**src/rtl/nsfc_pkg.sv**
```systemverilog
// ----------------------------------------------------------------------------
// nsfc_pkg
// Shared types, constants and helper functions for the NMEA sentence framer
// and checksum checker.
// ----------------------------------------------------------------------------
`default_nettype none

package nsfc_pkg;

    // Line buffer capacity; a line holds at most LINE_CAPACITY-1 characters.
    localparam int LINE_CAPACITY = 128;
    localparam int LEN_W         = $clog2(LINE_CAPACITY);
    localparam int CMP_W         = LEN_W + 7;
    localparam int PREFIX_LEN    = 7;
    localparam int NUM_PREFIX    = 8;

    localparam logic [7:0] CH_LF     = 8'h0A;
    localparam logic [7:0] CH_CR     = 8'h0D;
    localparam logic [7:0] CH_DOLLAR = 8'h24;
    localparam logic [7:0] CH_STAR   = 8'h2A;

    // Checksum digit tracker codes
    localparam logic [1:0] STAR_NO_DIGIT  = 2'd0;
    localparam logic [1:0] STAR_ONE_DIGIT = 2'd1;
    localparam logic [1:0] STAR_TWO_DIGIT = 2'd2;
    localparam logic [1:0] STAR_MALFORMED = 2'd3;

    // Result status codes
    localparam logic [2:0] ST_OVERFLOW = 3'd0;
    localparam logic [2:0] ST_BAD      = 3'd1;
    localparam logic [2:0] ST_UNKNOWN  = 3'd2;
    localparam logic [2:0] ST_GGA      = 3'd3;

    typedef struct packed {
        logic [31:0] char_count;
        logic [31:0] checksum_failure_count;
        logic [31:0] sentence_count;
        logic        from_multi_constellation;
        logic [6:0]  line_length;
        logic [7:0]  received_checksum;
        logic [7:0]  computed_checksum;
        logic [2:0]  status;
    } t_result;

    // Character of candidate prefix k at position pos (0..6).
    function automatic logic [7:0] prefix_char(input logic [2:0] k, input logic [2:0] pos);
        logic [7:0] ch;
        ch = 8'h00;
        unique case (pos)
            3'd0: ch = CH_DOLLAR;
            3'd1: ch = "G";
            3'd2: ch = k[0] ? "N" : "P";
            3'd3: ch = (k[2:1] == 2'd0) ? "G" : (k[2:1] == 2'd1) ? "R" : "G";
            3'd4: ch = (k[2:1] == 2'd0) ? "G" : (k[2:1] == 2'd1) ? "M" : "S";
            3'd5: ch = (k[2:1] == 2'd0) ? "A" : (k[2:1] == 2'd1) ? "C" :
                       (k[2:1] == 2'd2) ? "V" : "A";
            3'd6: ch = ",";
            default: ch = 8'h00;
        endcase
        return ch;
    endfunction

    // Returns {valid, value} for a hex digit in either case.
    function automatic logic [4:0] hex_value(input logic [7:0] c);
        logic [4:0] r;
        r = 5'b0;
        if (c >= "0" && c <= "9") begin
            r = {1'b1, 4'(c - "0")};
        end else if (c >= "a" && c <= "f") begin
            r = {1'b1, 4'(c - "a" + 8'd10)};
        end else if (c >= "A" && c <= "F") begin
            r = {1'b1, 4'(c - "A" + 8'd10)};
        end
        return r;
    endfunction

endpackage

`default_nettype wire

```
**src/rtl/nmea_sentence_framer_checker_core.sv**
```systemverilog
// ----------------------------------------------------------------------------
// nmea_sentence_framer_checker_core
// Assembles received bytes into NMEA lines and reports framing, checksum,
// sentence type and running counters at each line end.
// Timing: a transferred byte is held in the input register; its result is
// loaded into the output register when that byte is processed.
// Throughput: one byte per cycle; the line state update is a single
// registered pass per byte, stalled only while a waiting result blocks.
// Reset: synchronous active-low i_rst_n clears line state, counters and
// both valid flags.
// ----------------------------------------------------------------------------
`default_nettype none

module nmea_sentence_framer_checker_core
    import nsfc_pkg::*;
(
    input  wire logic         i_clk,
    input  wire logic         i_rst_n,
    input  wire logic         s_tvalid,
    output      logic         s_tready,
    input  wire logic [7:0]   s_tdata,   // [7:0] rx_byte
    output      logic         m_tvalid,
    input  wire logic         m_tready,
    output      logic [127:0] m_tdata    // [2:0] status, [10:3] computed_checksum,
                                         // [18:11] received_checksum, [25:19] line_length,
                                         // [26] from_multi_constellation,
                                         // [58:27] sentence_count,
                                         // [90:59] checksum_failure_count,
                                         // [122:91] char_count, [127:123] zero
);

    // Input register
    logic       r_in_valid;
    logic [7:0] r_in_byte;

    // Line state
    logic [LEN_W-1:0] r_len,    n_len;
    logic             r_discard, n_discard;
    logic [7:0]       r_xor,    n_xor;
    logic [1:0]       r_star,   n_star;
    logic [7:0]       r_digits, n_digits;
    logic [8:0]       r_pref,   n_pref;
    logic             r_ended,  n_ended;
    logic [31:0]      r_sent,   n_sent;
    logic [31:0]      r_fail,   n_fail;
    logic [31:0]      r_bytes,  n_bytes;

    // Output register
    logic    r_out_valid;
    t_result r_out;
    t_result n_out;
    logic    emit;
    logic    advance;

    // Process the held byte unless it makes a result and the output is blocked.
    assign advance  = r_in_valid && (!emit || !r_out_valid || m_tready);
    assign s_tready = !r_in_valid || advance;

    always_comb begin
        logic [7:0] c;
        logic [4:0] hv;
        logic       good;
        logic       take;
        logic       restart;
        c = r_in_byte;
        hv = 5'b0;
        good = 1'b0;
        take = 1'b0;
        restart = 1'b0;
        n_len    = r_len;
        n_discard = r_discard;
        n_xor    = r_xor;
        n_star   = r_star;
        n_digits = r_digits;
        n_pref   = r_pref;
        n_ended  = r_ended;
        n_sent   = r_sent;
        n_fail   = r_fail;
        n_bytes  = r_bytes + 32'd1;
        emit     = 1'b0;
        n_out    = '0;

        if (c == CH_LF) begin
            if (r_discard) begin
                n_discard = 1'b0;
                restart = 1'b1;
                n_sent = r_sent + 32'd1;
                emit = 1'b1;
                n_out.status = ST_OVERFLOW;
            end else if (r_len != '0) begin
                good = r_pref[8] && r_ended && (r_star == STAR_TWO_DIGIT) &&
                       (r_xor == r_digits);
                n_sent = r_sent + 32'd1;
                emit = 1'b1;
                n_out.status = ST_BAD;
                if (!good) begin
                    n_fail = r_fail + 32'd1;
                end else begin
                    n_out.status = ST_UNKNOWN;
                    if (CMP_W'(r_len) >= CMP_W'(PREFIX_LEN)) begin
                        for (int k = NUM_PREFIX - 1; k >= 0; k--) begin
                            if (r_pref[k]) begin
                                n_out.status = ST_GGA + 3'(k >> 1);
                                n_out.from_multi_constellation = 1'(k & 1);
                            end
                        end
                    end
                end
                n_out.computed_checksum = r_xor;
                n_out.received_checksum = (r_star == STAR_TWO_DIGIT) ? r_digits : 8'h00;
                n_out.line_length = (CMP_W'(r_len) > CMP_W'(127)) ? 7'd127 : 7'(r_len);
                restart = 1'b1;
            end
        end else if (!r_discard && c != CH_CR) begin
            if (c == CH_DOLLAR && r_len != '0) begin
                restart = 1'b1;
                take = 1'b1;
            end else if (CMP_W'(r_len) < CMP_W'(LINE_CAPACITY - 1)) begin
                take = 1'b1;
            end else begin
                restart = 1'b1;
                n_discard = 1'b1;
            end
        end

        if (restart) begin
            n_len    = '0;
            n_xor    = 8'h00;
            n_star   = STAR_NO_DIGIT;
            n_digits = 8'h00;
            n_pref   = 9'h0FF;
            n_ended  = 1'b0;
        end

        if (take) begin
            if (n_len == '0) begin
                if (c == CH_DOLLAR) n_pref[8] = 1'b1;
                if (c == CH_STAR) n_ended = 1'b1;
            end
            if (CMP_W'(n_len) < CMP_W'(PREFIX_LEN)) begin
                for (int k = 0; k < NUM_PREFIX; k++) begin
                    if (prefix_char(3'(k), n_len[2:0]) != c) n_pref[k] = 1'b0;
                end
            end
            if (n_len != '0) begin
                if (!n_ended) begin
                    if (c == CH_STAR) n_ended = 1'b1;
                    else n_xor = n_xor ^ c;
                end else begin
                    hv = hex_value(c);
                    if ((n_star == STAR_NO_DIGIT || n_star == STAR_ONE_DIGIT) && hv[4]) begin
                        n_digits = {n_digits[3:0], hv[3:0]};
                        n_star   = n_star + 2'd1;
                    end else begin
                        n_star = STAR_MALFORMED;
                    end
                end
            end
            n_len = n_len + LEN_W'(1);
        end

        n_out.sentence_count         = n_sent;
        n_out.checksum_failure_count = n_fail;
        n_out.char_count             = n_bytes;
    end

    always_ff @(posedge i_clk) begin
        if (!i_rst_n) begin
            r_in_valid  <= 1'b0;
            r_out_valid <= 1'b0;
            r_len       <= '0;
            r_discard   <= 1'b0;
            r_xor       <= 8'h00;
            r_star      <= STAR_NO_DIGIT;
            r_digits    <= 8'h00;
            r_pref      <= 9'h0FF;
            r_ended     <= 1'b0;
            r_sent      <= 32'd0;
            r_fail      <= 32'd0;
            r_bytes     <= 32'd0;
        end else begin
            if (s_tready) begin
                r_in_valid <= s_tvalid;
            end
            if (advance) begin
                r_len     <= n_len;
                r_discard <= n_discard;
                r_xor     <= n_xor;
                r_star    <= n_star;
                r_digits  <= n_digits;
                r_pref    <= n_pref;
                r_ended   <= n_ended;
                r_sent    <= n_sent;
                r_fail    <= n_fail;
                r_bytes   <= n_bytes;
            end
            if (advance && emit) begin
                r_out_valid <= 1'b1;
            end else if (m_tready) begin
                r_out_valid <= 1'b0;
            end
        end
    end

    always_ff @(posedge i_clk) begin
        if (s_tready && s_tvalid) begin
            r_in_byte <= s_tdata;
        end
        if (advance && emit) begin
            r_out <= n_out;
        end
    end

    assign m_tvalid = r_out_valid;
    assign m_tdata  = {5'b0, r_out};

endmodule

`default_nettype wire

```
**config.mk**
```make
export PLATFORM = sky130hd
export DESIGN_NAME = nmea_sentence_framer_checker_core
export DESIGN_NICKNAME = d
export VERILOG_FILES = /design/src/rtl/nsfc_pkg.sv /design/src/rtl/nmea_sentence_framer_checker_core.sv
export SDC_FILE = /design/constraint.sdc
export NUM_CORES = 1
export LEC_CHECK = 0
export BUFFER_PORTS_ARGS = -buffer_cell sky130_fd_sc_hd__buf_2
export CORE_MARGIN = 2
export CORE_UTILIZATION = 24
export CTS_CLUSTER_SIZE = 8
export DETAILED_ROUTE_END_ITERATION = 7
export GPL_ROUTABILITY_DRIVEN = 0
export PLACE_DENSITY = 0.44
export SKIP_CTS_REPAIR_TIMING = 1
export SYNTH_ARGS = -nofsm -noshare
export SYNTH_HDL_FRONTEND = slang
export SYNTH_SLANG_ARGS = --single-unit
```
**constraint.sdc**
```tcl
create_clock -name i_clk -period 11.7 [get_ports i_clk]
set_input_delay 2.925 -clock i_clk [delete_from_list [all_inputs] [get_ports i_clk]]
set_output_delay 2.925 -clock i_clk [all_outputs]
set_load 0.005 [all_outputs]
```
# Word-level counts from Yosys, hierarchy flattened
# Index checks and enable logic that the tools add are counted.
# W data, S select, Z words.
# op_classes
n_addsub	10
order_cmp	9
eq_ne	23
mux	109
bitwise	6
reduce_logical	35
# ops
cell	count
$mux W32	7
$mux W8	27
$pmux W7 S6	4
$pmux W7 S7	2
$add A32 B1 Y32 const B	3
$pmux W7 S5	2
$ne A8 B8 Y1	8
$mux W1	43
$mux W5	6
$mux W3	6
$mux W9	2
$eq A8 B6 Y1 const B	2
$ge A8 B7 Y1 const B	2
$le A8 B7 Y1 const B	2
$mux W2	8
$mux W7	2
$reduce_bool A7 Y1	2
$logic_and A1 B1 Y1	12
$sub A4 B1 Y4 const B	3
$eq A3 B3 Y1 const B	3
$add A4 B4 Y4 const B	2
$eq A8 B4 Y1 const B	1
$eq A8 B8 Y1	1
$ge A8 B6 Y1 const B	1
other kinds (26)	41
# word_totals
register_bits	265
input_bits	12
output_inout_bits	130
word_cells	215

# Logic depth before layout (Yosys ltp)
# depth
ltp_word	17
mapped_depth	20
depth_no_buf	18

# Worst setup path before layout
# Ideal clock, no wire load.
# synth_path
kind	input to register
from	input port m_tready
to	register r_out (netlist bit m_tdata[0]) (enable)
setup_time_ns	0.476
arrival_ns	6.409
required_ns	11.224
path_slack_ns	4.815
stages	6
path_buffers	2
cell_sequence	nor2b_1 -> a21oi_1 -> clkbuf_1 -> buf_1 -> nand2_1 -> inv_1
# synth_between
elab_chain_cells	3
# synth_lines
element	line_no	rtl
start: declaration	nmea_sentence_framer_checker_core.sv:23	input wire logic m_tready,
$logic_or A1 B1 Y1	nmea_sentence_framer_checker_core.sv:56	assign advance = r_in_valid && (!emit || !r_out_valid || m_tready);
$logic_and A1 B1 Y1	nmea_sentence_framer_checker_core.sv:56	
$logic_and A1 B1 Y1	nmea_sentence_framer_checker_core.sv:209	if (advance && emit) begin
end signal: assignment	nmea_sentence_framer_checker_core.sv:210	r_out <= n_out;
end: declaration	nmea_sentence_framer_checker_core.sv:50	t_result r_out;
# No other way between the ends.
# A chain may end at the register's enable or synchronous reset.

# Worst setup path after layout
# layout_path
from	input port m_tready
to	output port s_tready
# layout_between
elab_chain_cells	3
# layout_lines
element	line_no	rtl
$logic_or A1 B1 Y1	nmea_sentence_framer_checker_core.sv:56	
$logic_and A1 B1 Y1	nmea_sentence_framer_checker_core.sv:56	
$logic_or A1 B1 Y1	nmea_sentence_framer_checker_core.sv:57	assign s_tready = !r_in_valid || advance;
end: declaration	nmea_sentence_framer_checker_core.sv:20	output logic s_tready,
# No other way between the ends.

==> impl_metrics.yaml <==
run_status:
  status: "finished clean"
drt:
  vias: 9669
  wl_met3_mm: 1.60
  via_per_inst: 4.48
  wl_met1_mm: 15.7
  drc: 0
  drtPass1Iterations: 4
  dr.max_layer_used: "met4"
  routed_wl_mm: 34.2
  ant_nets: 0
  wl_per_cell_um: 15.9
  drt-initial-drc-count: 511
  wl_met2_mm: 15.9
clocking:
  clk_pin_slew_ns: 0.05
  htree_levels: 2
  cts_root_buf: "clkbuf_16"
  cts_buffers: 39
  clk_latency_ns: 0.55
  cts_sinks: 265
  cts_tree: "yes"
  cts.path.max_buffers: 3
job:
  drv_cap: 0
die:
  rows: 85
  ios: 142
  die_area_um2: 56300
  die_h_um: 237
  initial_core_util_pct: 24.3
  die_x_um: 237
  fp.coreArea_um2: 53800
synthesis:
  async_flop_share_pct: 0
  synth-seq-cells: 265
  ys_seq_area_share_pct: 50.7
  synth_cell_type_count: 78
  synth_enable_flop_cells: 131
  synth_area_per_cell_um2: 9.96
  yosysTopAreaCell: "edfxtp_1"
  synth_cells: 1311
  syn_area_um2: 13100
  yosysWarnings: 0
  yosysMostFrequentCell: "nand2_1"
  synth_top_flop_cell: "dfxtp_1"
  yosysTopAreaCellShare_pct: 30.1
  synth.area.top_cells: "edfxtp_1, dfxtp_1, xnor2_1"
  synth.top_cells.by_count: "nand2_1, dfxtp_1, edfxtp_1"
final_layout:
  antenna_cells: 0
  final_cell_area_um2: 15600
  final_cell_count_no_fill: 2157
  utilization_pct: 28.9
  fillCellCount: 5679
  multi_input_area_um2: 6080
  final_nets: 1457
  seq_area_um2: 6620
  area_delta_synth_final_pct: 19.2
  drive_above_1_share_pct: 14.9
sta:
  fin_tns_setup_ns: 0
  rsz0062_at_grt: "no"
  fin_crit_ns: 6.59
  relSlewSlack_pct: 35.7
  finalHoldViolations: 0
  final.period_utilization_pct: 56.3
  tightest_slew_ns: 0.965
  skew_ns: 0.0240
  fmax_ghz: 0.152
  setup_viol: 0
  finalMaxSlewViolations: 0
worst_setup_path:
  crit_path_start_kind: "input pin"
  critical-path-top-delay-family: "simple AND/OR/NAND/NOR gates"
  cp-end-kind: "output port"
  cp_data_required_time_ns: 8.78
  slowest_stage: "nor2b_1"
  path_cells: "buf_2, nor2b_1, nand3_1, buf_2"
  criticalPathCategory: "input pin to output port"
  critPathMaxStageDelay_ns: 0.35
  critPathArrivalTime_ns: 3.66
  critical_path.n_buffers_inverters: 2
  cp_max_fo: 5
  rrSetupSlack_ns: 6.31
  path_common_cell: "buf_2"
pwr:
  powerDensity_nw_per_um2: 138
  finalPower_w: 0.00214
  peakVddDrop_mv: 0.0894
  leakagePower_nw: 6.01
global_routing:
  grt_pass1_vias: 9480
  grt_pass1_wl_mm: 53.6
  grt_overflow: 0
  track_usage_pct: 12.1
  antenna_found_initial: 0
  grt_max_degree: 100
placed_design:
  post-dp-hpwl_mm: 23.0
  dpl.cell_count: 2087
  portBuffers: 136
  place_area_um2: 14400
min_path:
  min-delay-path-class: "flop to flop"
==> worst min-delay path, cell delays in order, from the launching register on <==
cell	delay [ns]
dfxtp_1	0.32
inv_1	0.05
a21oi_1	0.05
==> path summary, 6_finish.rpt <==
check          startpoint        end  depth (start not counted)
max              m_tready   s_tready                          4
min reg2reg     r_star[0]  r_star[1]                          2
max reg2reg  r_in_byte[1]  r_pref[2]                         15
min             r_star[0]  r_star[1]                          2
==> registers in the layout (all words and copies together) (netlist names) <==
signal and flops:
m_tdata 123, m_tvalid 1, r_bytes 32, r_digits 8, r_discard 1, r_ended 1, r_fail 32, r_in_byte 8
r_in_valid 1, r_len 7, r_pref 9, r_sent 32, r_star 2, r_xor 8
==> final cells by class <==
type | instances | area share (%)
repair buffers | 147 | 4.92
multi-input cells | 958 | 39.1
clock buffers | 67 | 7.09
inverters | 21 | 0.539
flip-flops and latches | 265 | 42.5
well taps | 696 | 5.60
clock inverters | 3 | 0.201
==> power by group <==
| group | internal, W | switching (W) |
|---|---|---|
| Sequential | 0.000975 | 0.0000145 |
| Clock | 0.000637 | 0.000420 |
| Combinational | 0.0000367 | 0.0000604 |
| Total | 0.00165 | 0.000495 |
==> layer usage <==
layer / GRT usage, % / vias to the layer above
met3: 2.25 / 62
met5: 0 / -
met4: 5.24 / 0
met2: 19.5 / 202
li1: - / 4810
met1: 15.8 / 4595
==> cells by family after synthesis <==
family | count (synthesis) | synth area share [%]
other cells | 1 | 0.0287
xor+xnor | 196 | 13.2
compound gates | 164 | 8.60
fa+ha+maj | 13 | 1.25
buf+inv | 92 | 2.91
flops | 265 | 50.7
simple gates | 574 | 22.9
mux | 6 | 0.470
==> placed cells by master (no fill, tap or decap), types with 19 or more instances in the layout <==
master	n
xor2_1	87
clkbuf_1	27
edfxtp_1	131
a21oi_1	21
nor2_1	93
dfxtp_1	134
nor3_1	31
nor2b_1	23
nand2_1	135
or3_1	33
buf_2	135
a21boi_0	25
inv_1	19
and3_1	31
and2_1	98
xnor2_1	109
nand4_1	24
nand3_1	56
clkbuf_16	40
o21ai_0	48
==> stage by stage <==
stage	hold slack, ns	setup slack, ns
2_1_floorplan	0.444	4.82
3_3_place_gp	0.459	5.09
3_5_place_dp	0.465	5.09
4_1_cts	0.472	5.09
5_1_grt	0.500	5.00
6_report	0.470	5.11
(Power assumes the default switching activity.)
